--- config.mk ---
export PLATFORM = sky130hd
export DESIGN_NAME = gaussian_four_tap_interpolator
export DESIGN_NICKNAME = d
export VERILOG_FILES = /design/src/hdl/gfti_pkg.sv /design/src/hdl/gaussian_four_tap_interpolator.sv /design/src/hdl/gfti_sample_store.sv
export SDC_FILE = /design/constraint.sdc
export NUM_CORES = 2
export LEC_CHECK = 0
export ABC_AREA = 1
export BUFFER_PORTS_ARGS = -buffer_cell sky130_fd_sc_hd__clkbuf_2
export CAP_MARGIN = 25
export CORE_AREA = 2 2 389 391
export DETAILED_ROUTE_END_ITERATION = 8
export DIE_AREA = 0 0 391 393
export GPL_ROUTABILITY_DRIVEN = 1
export PLACE_DENSITY_LB_ADDON = 0.08
export SYNTH_ARGS = -nofsm -noshare
export SYNTH_HDL_FRONTEND = slang
export SYNTH_SLANG_ARGS = --single-unit
--- constraint.sdc ---
create_clock -name clk -period 14.3 [get_ports clk]
set_input_delay 2.86 -clock clk [delete_from_list [all_inputs] [get_ports clk]]
set_output_delay 2.86 -clock clk [all_outputs]
set_load 0.02 [all_outputs]
--- src/hdl/gfti_pkg.sv ---
// Shared types, constants and the Gaussian coefficient tables of the four-tap interpolator.
package gfti_pkg;

  localparam int TAIL_SLOTS          = 3;
  localparam int BLOCK_SAMPLES_DEF   = 28;
  localparam int OUTPUT_SHIFT        = 15;
  localparam int TABLE_ENTRIES       = 512;
  localparam int HALF_ENTRIES        = TABLE_ENTRIES / 2;
  localparam int NUM_TAPS            = 4;
  localparam int SUM_WIDTH           = 34;
  localparam int RESULT_WIDTH        = 17;

  localparam logic REQ_WRITE       = 1'b0;
  localparam logic REQ_INTERPOLATE = 1'b1;

  typedef logic signed [15:0] sample_t;
  typedef sample_t [NUM_TAPS-1:0] sample_quad_t;
  typedef logic signed [31:0] product_t;

  typedef struct packed {
    logic        req_type;
    logic [4:0]  sample_slot;
    sample_t     sample_value;
    logic [16:0] pitch_counter;
  } gfti_item_t;

  typedef struct packed {
    logic signed [RESULT_WIDTH-1:0] interpolated;
    logic                           position_error;
  } gfti_result_t;

  typedef struct packed {
    logic       en;
    logic [4:0] slot;
    sample_t    value;
  } store_wr_t;

  // Tap that a bank serves when the window starts at a position whose low bits are plow.
  function automatic logic [1:0] bank_tap(input logic [1:0] bank, input logic [1:0] plow);
    bank_tap = bank - plow;
  endfunction

  // Lower half of the table: entries 0 to 255.
  localparam sample_t GAUSS_LO [HALF_ENTRIES] = '{
    16'hFFFF, 16'hFFFF, 16'hFFFF, 16'hFFFF, 16'hFFFF, 16'hFFFF, 16'hFFFF, 16'hFFFF,
    16'hFFFF, 16'hFFFF, 16'hFFFF, 16'hFFFF, 16'hFFFF, 16'hFFFF, 16'hFFFF, 16'hFFFF,
    16'h0000, 16'h0000, 16'h0000, 16'h0000, 16'h0000, 16'h0000, 16'h0000, 16'h0001,
    16'h0001, 16'h0001, 16'h0001, 16'h0002, 16'h0002, 16'h0002, 16'h0003, 16'h0003,
    16'h0003, 16'h0004, 16'h0004, 16'h0005, 16'h0005, 16'h0006, 16'h0007, 16'h0007,
    16'h0008, 16'h0009, 16'h0009, 16'h000A, 16'h000B, 16'h000C, 16'h000D, 16'h000E,
    16'h000F, 16'h0010, 16'h0011, 16'h0012, 16'h0013, 16'h0015, 16'h0016, 16'h0018,
    16'h0019, 16'h001B, 16'h001C, 16'h001E, 16'h0020, 16'h0021, 16'h0023, 16'h0025,
    16'h0027, 16'h0029, 16'h002C, 16'h002E, 16'h0030, 16'h0033, 16'h0035, 16'h0038,
    16'h003A, 16'h003D, 16'h0040, 16'h0043, 16'h0046, 16'h0049, 16'h004D, 16'h0050,
    16'h0054, 16'h0057, 16'h005B, 16'h005F, 16'h0063, 16'h0067, 16'h006B, 16'h006F,
    16'h0074, 16'h0078, 16'h007D, 16'h0082, 16'h0087, 16'h008C, 16'h0091, 16'h0096,
    16'h009C, 16'h00A1, 16'h00A7, 16'h00AD, 16'h00B3, 16'h00BA, 16'h00C0, 16'h00C7,
    16'h00CD, 16'h00D4, 16'h00DB, 16'h00E3, 16'h00EA, 16'h00F2, 16'h00FA, 16'h0101,
    16'h010A, 16'h0112, 16'h011B, 16'h0123, 16'h012C, 16'h0135, 16'h013F, 16'h0148,
    16'h0152, 16'h015C, 16'h0166, 16'h0171, 16'h017B, 16'h0186, 16'h0191, 16'h019C,
    16'h01A8, 16'h01B4, 16'h01C0, 16'h01CC, 16'h01D9, 16'h01E5, 16'h01F2, 16'h0200,
    16'h020D, 16'h021B, 16'h0229, 16'h0237, 16'h0246, 16'h0255, 16'h0264, 16'h0273,
    16'h0283, 16'h0293, 16'h02A3, 16'h02B4, 16'h02C4, 16'h02D6, 16'h02E7, 16'h02F9,
    16'h030B, 16'h031D, 16'h0330, 16'h0343, 16'h0356, 16'h036A, 16'h037E, 16'h0392,
    16'h03A7, 16'h03BC, 16'h03D1, 16'h03E7, 16'h03FC, 16'h0413, 16'h042A, 16'h0441,
    16'h0458, 16'h0470, 16'h0488, 16'h04A0, 16'h04B9, 16'h04D2, 16'h04EC, 16'h0506,
    16'h0520, 16'h053B, 16'h0556, 16'h0572, 16'h058E, 16'h05AA, 16'h05C7, 16'h05E4,
    16'h0601, 16'h061F, 16'h063E, 16'h065C, 16'h067C, 16'h069B, 16'h06BB, 16'h06DC,
    16'h06FD, 16'h071E, 16'h0740, 16'h0762, 16'h0784, 16'h07A7, 16'h07CB, 16'h07EF,
    16'h0813, 16'h0838, 16'h085D, 16'h0883, 16'h08A9, 16'h08D0, 16'h08F7, 16'h091E,
    16'h0946, 16'h096F, 16'h0998, 16'h09C1, 16'h09EB, 16'h0A16, 16'h0A40, 16'h0A6C,
    16'h0A98, 16'h0AC4, 16'h0AF1, 16'h0B1E, 16'h0B4C, 16'h0B7A, 16'h0BA9, 16'h0BD8,
    16'h0C07, 16'h0C38, 16'h0C68, 16'h0C99, 16'h0CCB, 16'h0CFD, 16'h0D30, 16'h0D63,
    16'h0D97, 16'h0DCB, 16'h0E00, 16'h0E35, 16'h0E6B, 16'h0EA1, 16'h0ED7, 16'h0F0F,
    16'h0F46, 16'h0F7F, 16'h0FB7, 16'h0FF1, 16'h102A, 16'h1065, 16'h109F, 16'h10DB,
    16'h1116, 16'h1153, 16'h118F, 16'h11CD, 16'h120B, 16'h1249, 16'h1288, 16'h12C7
  };

  // Upper half of the table: entries 256 to 511.
  localparam sample_t GAUSS_HI [HALF_ENTRIES] = '{
    16'h1307, 16'h1347, 16'h1388, 16'h13C9, 16'h140B, 16'h144D, 16'h1490, 16'h14D4,
    16'h1517, 16'h155C, 16'h15A0, 16'h15E6, 16'h162C, 16'h1672, 16'h16B9, 16'h1700,
    16'h1747, 16'h1790, 16'h17D8, 16'h1821, 16'h186B, 16'h18B5, 16'h1900, 16'h194B,
    16'h1996, 16'h19E2, 16'h1A2E, 16'h1A7B, 16'h1AC8, 16'h1B16, 16'h1B64, 16'h1BB3,
    16'h1C02, 16'h1C51, 16'h1CA1, 16'h1CF1, 16'h1D42, 16'h1D93, 16'h1DE5, 16'h1E37,
    16'h1E89, 16'h1EDC, 16'h1F2F, 16'h1F82, 16'h1FD6, 16'h202A, 16'h207F, 16'h20D4,
    16'h2129, 16'h217F, 16'h21D5, 16'h222C, 16'h2282, 16'h22DA, 16'h2331, 16'h2389,
    16'h23E1, 16'h2439, 16'h2492, 16'h24EB, 16'h2545, 16'h259E, 16'h25F8, 16'h2653,
    16'h26AD, 16'h2708, 16'h2763, 16'h27BE, 16'h281A, 16'h2876, 16'h28D2, 16'h292E,
    16'h298B, 16'h29E7, 16'h2A44, 16'h2AA1, 16'h2AFF, 16'h2B5C, 16'h2BBA, 16'h2C18,
    16'h2C76, 16'h2CD4, 16'h2D33, 16'h2D91, 16'h2DF0, 16'h2E4F, 16'h2EAE, 16'h2F0D,
    16'h2F6C, 16'h2FCC, 16'h302B, 16'h308B, 16'h30EA, 16'h314A, 16'h31AA, 16'h3209,
    16'h3269, 16'h32C9, 16'h3329, 16'h3389, 16'h33E9, 16'h3449, 16'h34A9, 16'h3509,
    16'h3569, 16'h35C9, 16'h3629, 16'h3689, 16'h36E8, 16'h3748, 16'h37A8, 16'h3807,
    16'h3867, 16'h38C6, 16'h3926, 16'h3985, 16'h39E4, 16'h3A43, 16'h3AA2, 16'h3B00,
    16'h3B5F, 16'h3BBD, 16'h3C1B, 16'h3C79, 16'h3CD7, 16'h3D35, 16'h3D92, 16'h3DEF,
    16'h3E4C, 16'h3EA9, 16'h3F05, 16'h3F62, 16'h3FBD, 16'h4019, 16'h4074, 16'h40D0,
    16'h412A, 16'h4185, 16'h41DF, 16'h4239, 16'h4292, 16'h42EB, 16'h4344, 16'h439C,
    16'h43F4, 16'h444C, 16'h44A3, 16'h44FA, 16'h4550, 16'h45A6, 16'h45FC, 16'h4651,
    16'h46A6, 16'h46FA, 16'h474E, 16'h47A1, 16'h47F4, 16'h4846, 16'h4898, 16'h48E9,
    16'h493A, 16'h498A, 16'h49D9, 16'h4A29, 16'h4A77, 16'h4AC5, 16'h4B13, 16'h4B5F,
    16'h4BAC, 16'h4BF7, 16'h4C42, 16'h4C8D, 16'h4CD7, 16'h4D20, 16'h4D68, 16'h4DB0,
    16'h4DF7, 16'h4E3E, 16'h4E84, 16'h4EC9, 16'h4F0E, 16'h4F52, 16'h4F95, 16'h4FD7,
    16'h5019, 16'h505A, 16'h509A, 16'h50DA, 16'h5118, 16'h5156, 16'h5194, 16'h51D0,
    16'h520C, 16'h5247, 16'h5281, 16'h52BA, 16'h52F3, 16'h532A, 16'h5361, 16'h5397,
    16'h53CC, 16'h5401, 16'h5434, 16'h5467, 16'h5499, 16'h54CA, 16'h54FA, 16'h5529,
    16'h5558, 16'h5585, 16'h55B2, 16'h55DE, 16'h5609, 16'h5632, 16'h565B, 16'h5684,
    16'h56AB, 16'h56D1, 16'h56F6, 16'h571B, 16'h573E, 16'h5761, 16'h5782, 16'h57A3,
    16'h57C3, 16'h57E2, 16'h57FF, 16'h581C, 16'h5838, 16'h5853, 16'h586D, 16'h5886,
    16'h589E, 16'h58B5, 16'h58CB, 16'h58E0, 16'h58F4, 16'h5907, 16'h5919, 16'h592A,
    16'h593A, 16'h5949, 16'h5958, 16'h5965, 16'h5971, 16'h597C, 16'h5986, 16'h598F,
    16'h5997, 16'h599E, 16'h59A4, 16'h59A9, 16'h59AD, 16'h59B0, 16'h59B2, 16'h59B3
  };

endpackage

--- src/hdl/gaussian_four_tap_interpolator.sv ---
// Four-tap Gaussian sample interpolator: one item accepted per cycle unless the result side stalls.
//
// Each beat on the item channel is either a sample write or an interpolation
// request; only requests produce a beat on the result channel. The datapath is
// a three-stage pipeline (bank read and coefficient lookup, four parallel
// 16x16 multiplies, adder tree with the shift), so one item enters per clock
// unless stalled, and its result leaves the third stage register. The whole pipeline
// halts while a result waits under stall, and item_stall is raised for those
// cycles. A write takes effect at its own beat, so a request right behind it
// already sees the new sample. There is no clearing pass after reset; a slot
// must be written before any request reads it.
module gaussian_four_tap_interpolator
  import gfti_pkg::*;
#(
  parameter int BLOCK_SAMPLES = BLOCK_SAMPLES_DEF
) (
  input  logic         clk,
  input  logic         rst,
  input  logic         item_valid,
  output logic         item_stall,
  input  gfti_item_t   item,
  output logic         result_valid,
  input  logic         result_stall,
  output gfti_result_t result
);

  logic         advance;
  logic         item_take;
  store_wr_t    store_wr;
  logic [7:0]   phase;
  logic [4:0]   pos;
  sample_t      tap_coef [NUM_TAPS];
  sample_quad_t coef_sel;
  sample_quad_t samples;

  logic         a_valid;
  logic         a_err;
  sample_quad_t coef_a;
  logic         b_valid;
  logic         b_err;
  product_t     prod [NUM_TAPS];
  logic signed [SUM_WIDTH-1:0] acc;

  assign advance    = !(result_valid && result_stall);
  assign item_stall = !advance;
  assign item_take  = item_valid && advance;

  assign phase = item.pitch_counter[11:4];
  assign pos   = item.pitch_counter[16:12];

  assign store_wr.en    = item_take && (item.req_type == REQ_WRITE);
  assign store_wr.slot  = item.sample_slot;
  assign store_wr.value = item.sample_value;

  gfti_sample_store #(
    .BLOCK_SAMPLES(BLOCK_SAMPLES)
  ) u_store (
    .clk    (clk),
    .wr     (store_wr),
    .rd_en  (item_take),
    .rd_pos (pos),
    .rd_data(samples)
  );

  // Oldest tap uses 255-g, then 511-g, 256+g, and the newest uses g.
  always_comb begin
    tap_coef[0] = GAUSS_LO[~phase];
    tap_coef[1] = GAUSS_HI[~phase];
    tap_coef[2] = GAUSS_HI[phase];
    tap_coef[3] = GAUSS_LO[phase];
    for (int b = 0; b < NUM_TAPS; b++) begin
      coef_sel[b] = tap_coef[bank_tap(2'(b), pos[1:0])];
    end
  end

  always_ff @(posedge clk) begin
    if (rst) begin
      a_valid <= 1'b0;
    end else if (advance) begin
      a_valid <= item_take && (item.req_type == REQ_INTERPOLATE);
    end
  end

  always_ff @(posedge clk) begin
    if (item_take) begin
      a_err  <= 6'(pos) >= 6'(BLOCK_SAMPLES);
      coef_a <= coef_sel;
    end
  end

  always_ff @(posedge clk) begin
    if (rst) begin
      b_valid <= 1'b0;
    end else if (advance) begin
      b_valid <= a_valid;
    end
  end

  always_ff @(posedge clk) begin
    if (advance) begin
      b_err <= a_err;
      for (int b = 0; b < NUM_TAPS; b++) begin
        prod[b] <= samples[b] * coef_a[b];
      end
    end
  end

  assign acc = SUM_WIDTH'(prod[0]) + SUM_WIDTH'(prod[1])
             + SUM_WIDTH'(prod[2]) + SUM_WIDTH'(prod[3]);

  always_ff @(posedge clk) begin
    if (rst) begin
      result_valid <= 1'b0;
    end else if (advance) begin
      result_valid <= b_valid;
    end
  end

  // Taking the bits above the shift floors toward minus infinity.
  always_ff @(posedge clk) begin
    if (advance) begin
      result.position_error <= b_err;
      result.interpolated   <= b_err ? '0 : acc[OUTPUT_SHIFT +: RESULT_WIDTH];
    end
  end

endmodule

--- src/hdl/gfti_sample_store.sv ---
// Sample store split into four banks by slot modulo four, with registered read data.
module gfti_sample_store
  import gfti_pkg::*;
#(
  parameter int BLOCK_SAMPLES = BLOCK_SAMPLES_DEF
) (
  input  logic         clk,
  input  store_wr_t    wr,
  input  logic         rd_en,
  input  logic [4:0]   rd_pos,
  output sample_quad_t rd_data
);

  localparam int STORE_SLOTS = TAIL_SLOTS + BLOCK_SAMPLES;
  localparam int BANK_DEPTH  = (STORE_SLOTS + NUM_TAPS - 1) / NUM_TAPS;
  localparam int AW          = (BANK_DEPTH > 1) ? $clog2(BANK_DEPTH) : 1;

  logic          wr_ok;
  logic [AW-1:0] wr_addr;

  assign wr_ok   = wr.en && (6'(wr.slot) < 6'(STORE_SLOTS));
  assign wr_addr = AW'(wr.slot >> 2);

  // Four consecutive slots always fall into four different banks, so every
  // bank is read at exactly one address per item.
  for (genvar b = 0; b < NUM_TAPS; b++) begin : g_bank
    sample_t       mem [BANK_DEPTH];
    sample_t       rd_q;
    logic [5:0]    rd_slot;
    logic [AW-1:0] rd_addr;

    assign rd_slot = 6'(rd_pos) + 6'(bank_tap(2'(b), rd_pos[1:0]));
    assign rd_addr = AW'(rd_slot >> 2);

    always_ff @(posedge clk) begin
      if (wr_ok && (wr.slot[1:0] == 2'(b))) begin
        mem[wr_addr] <= wr.value;
      end
    end

    always_ff @(posedge clk) begin
      if (rd_en) begin
        rd_q <= mem[rd_addr];
      end
    end

    assign rd_data[b] = rd_q;
  end

endmodule

==> impl_metrics.py <==
metrics = {
    "sta": {
        "finalSetupViolCount": 0,
        "rsz0062_at_grt": "no",
        "final.period_utilization": 0.514,
        "finalHoldViolCount": 0,
        "slew_violations": 0,
        "finalHoldWorstSlack_ns": 0.463,
        "slew_headroom": 0.222,
        "worst_slew_pin_slew_ns": 1.17,
        "finalClockSkew_ns": 0.0735,
        "setup_ws_ns": 6.95,
        "final.setup.tns_ns": 0,
        "period_minus_slack_ns": 7.35,
        "max_freq_ghz": 0.136,
    },
    "cells_and_area": {
        "final_nets": 11200,
        "num-fill-cells": 13200,
        "drive_above_1_share": 0.0437,
        "syn2layout_area_growth_pct": 5.61,
        "ff_latch_area_um2": 23700,
        "multi_input_area_um2": 50400,
    },
    "clocking": {
        "root_buffer": "clkbuf_16",
        "post_cts_buffers": 0,
        "cts_tree": "done",
        "h-tree-depth": 3,
        "clk_pin_slew_ns": 0.06,
        "cts_buffers": 81,
        "ctsLongestPathBuffers": 3,
        "cts_resized": 0,
        "cts_hold_buf": 0,
        "clk_latency_ns": 0.72,
        "clock-sinks": 791,
    },
    "worst_setup_path": {
        "path_class": "primary input to flop",
        "cp_cell_sequence": "clkbuf_2 -> inv_2 -> ha_1 -> inv_1 -> nand2_1 -> nand2_1 -> nor2_1 -> nand2_1 -> o211ai_1 -> nand3_1 -> nand2_1 -> nand3_1 -> nand3_1 -> nand2_1",
        "timing.rr.end": "prod[2][31]",
        "r2r_cells": 17,
        "endpoint_kind": "flop",
        "crit_fanout": 16,
        "crit_end": "coef_a[49]",
        "critPathTopFamily": "simple AND/OR/NAND/NOR gates",
        "required_ns": 14.69,
        "critical_path.startpoint": "item[4]",
        "start_kind": "primary input",
        "arrival_ns": 7.74,
        "crit-reg2reg-launch": "u_store.g_bank[2].rd_q[15]",
        "path_buf_inv": 3,
        "cp_slowest_cell": "nand2_1",
        "crit_top_cell": "nand2_1",
        "regToRegSetupSlack_ns": 7.13,
        "cp.depth": 14,
        "slowest_delay_ns": 0.78,
    },
    "route": {
        "ant_nets": 0,
        "drt_iter0_drc": 7832,
        "drc": 0,
        "routed_wirelength_um": 302000,
        "drtPass1Iterations": 8,
        "via_per_inst": 5.87,
        "wire_per_inst_um": 25.8,
        "vias": 68600,
    },
    "grt": {
        "antenna_found_initial": 15,
        "grt_overflow": 0,
        "grt_max_degree": 108,
        "first_global_vias": 68700,
        "grt.total_usage": 0.395,
        "grt_pass1_wl_um": 442000,
    },
    "run": {
        "maxCapViolCount": 0,
    },
    "die": {
        "pin_count": 63,
        "core_um2": 149000,
        "start_util": 0.557,
        "die-area_um2": 154000,
        "dieWidth_um": 391,
        "rows": 142,
        "fp.dieH_um": 393,
    },
    "placed_design": {
        "gp_congestion": 1.10,
        "io_buffers": 58,
        "pre_cts_ws_ns": 6.86,
        "hpwl_um": 228000,
    },
    "logic_synthesis": {
        "ys_types": 53,
        "synth_top_flop_cell": "edfxtp_1",
        "async_flop_share": 0,
        "synth.most_common_cell": "nand2_1",
        "netlist.top_cell.by_area": "edfxtp_1",
        "ys_ff_latch": 791,
        "yosysWarnings": 0,
        "synth_top_area_frac": 0.285,
        "syn-instance-count": 9858,
        "synth_edf_count": 788,
        "synth.avg_cell_area_um2": 8.44,
        "netlist_top_cells_area": "edfxtp_1, fa_1, nand2_1",
        "syn_area_um2": 83200,
        "synth_common_cells": "nand2_1, inv_1, fa_1",
        "seq_area_frac_synth": 0.285,
    },
    "worst_hold_path": {
        "worstHoldPathType": "flop to flop",
    },
    "status": {
        "status": "finished, final reports clean",
    },
}
-- through the flow --
stage	instance area, um^2	util	instances
floorplan	83200	-	9873
global placement	85100	0.570	11500
detailed placement	85100	0.570	11500
CTS	87800	0.588	11700
global route	87800	0.588	11700
finish	87800	0.589	11700
-- layout make-up --
| class | count | share of cell area |
|---|---|---|
| Multi-Input combinational cell | 6679 | 0.573 |
| Sequential cell | 791 | 0.270 |
| Inverter | 1926 | 0.0824 |
| Tap cell | 1944 | 0.0277 |
| Clock buffer | 99 | 0.0238 |
| Timing Repair Buffer | 197 | 0.0158 |
| Clock inverter | 47 | 0.00654 |
| Antenna cell | 5 | 0.000142 |
-- layout by cell type (no fill, tap or decap), types with 15 or more instances in the layout --
cell type  netlist  final
a21o_1          19     19
a21oi_1        329    329
a31oi_1         53     53
buf_4           14    135
clkbuf_1       354     18
clkbuf_16        0     81
clkbuf_2         1     55
clkinv_2         0     17
conb_1           1     16
edfxtp_1       788    788
fa_1          1109   1109
ha_1           386    385
inv_1         1907   1904
inv_2           16     15
mux2_2          16     16
nand2_1       2569   2568
nand2_2         22     22
nand3_1        603    603
nand3b_1        22     22
nand4_1         69     69
nor2_1         633    630
nor3_1          42     42
o211ai_1        23     23
o21ai_0        440    439
o21ai_1         21     22
o21bai_1        20     20
o22ai_1         20     20
or2_2           30     30
xnor2_1         64     63
xor2_1          87     85
-- worst reg2reg max path: stages (launching register included) --
cell	delay (ns)
edfxtp_1	0.88
nand2_1	0.23
inv_1	0.18
fa_1	0.55
fa_1	0.74
fa_1	0.64
inv_1	0.10
fa_1	0.57
fa_1	0.44
fa_1	0.50
inv_1	0.04
ha_1	0.36
inv_1	0.09
nor3_1	0.31
nand2_1	0.13
nor3_1	0.17
a211oi_1	0.17
xnor2_1	0.72
-- sequential cells by signal (all words and copies together) (netlist names) --
name / count
a_err: 1
a_valid: 1
b_err: 1
b_valid: 1
coef_a: 64
prod: 128
result: 18
result_valid: 1
u_store.g_bank.mem: 512
u_store.g_bank.rd_q: 64
-- cell families (layout without fill, tap and decap cells) --
logic type | Yosys count | after routing | synth area share
other | 1 | 21 | 0.0000451
adders and majority gates | 1495 | 1495 | 0.325
xor gates and xnor gates | 152 | 152 | 0.0161
DFF | 791 | 791 | 0.285
and+or+nand+nor | 4012 | 4012 | 0.196
AOI/OAI and AO/OA | 986 | 986 | 0.0644
buffers and inverters | 2403 | 2269 | 0.111
muxes | 18 | 18 | 0.00241
-- per-layer routing --
layer / track usage / share of wire / up-vias
li1: - / - / 30200
met1: 0.520 / 0.39 / 33700
met2: 0.599 / 0.44 / 3772
met3: 0.104 / 0.11 / 883
met4: 0.214 / 0.064 / 16
met5: 0 / 0.00034 / -
-- worst min path at each step --
stage | end | depth (start not counted) | slack (ns) | startpoint
after global placement | result[0] | 0 | 0.44 | b_err
after floorplan | b_err | 0 | 0.40 | a_err
after detailed placement | result_valid | 2 | 0.46 | b_valid
after CTS | result_valid | 2 | 0.47 | b_valid
final | result_valid | 2 | 0.46 | b_valid
after global routing | result[0] | 0 | 0.48 | b_err
Power is not shown: default switching activity piles up to over one toggle a cycle in this logic, so the estimate is an artifact.
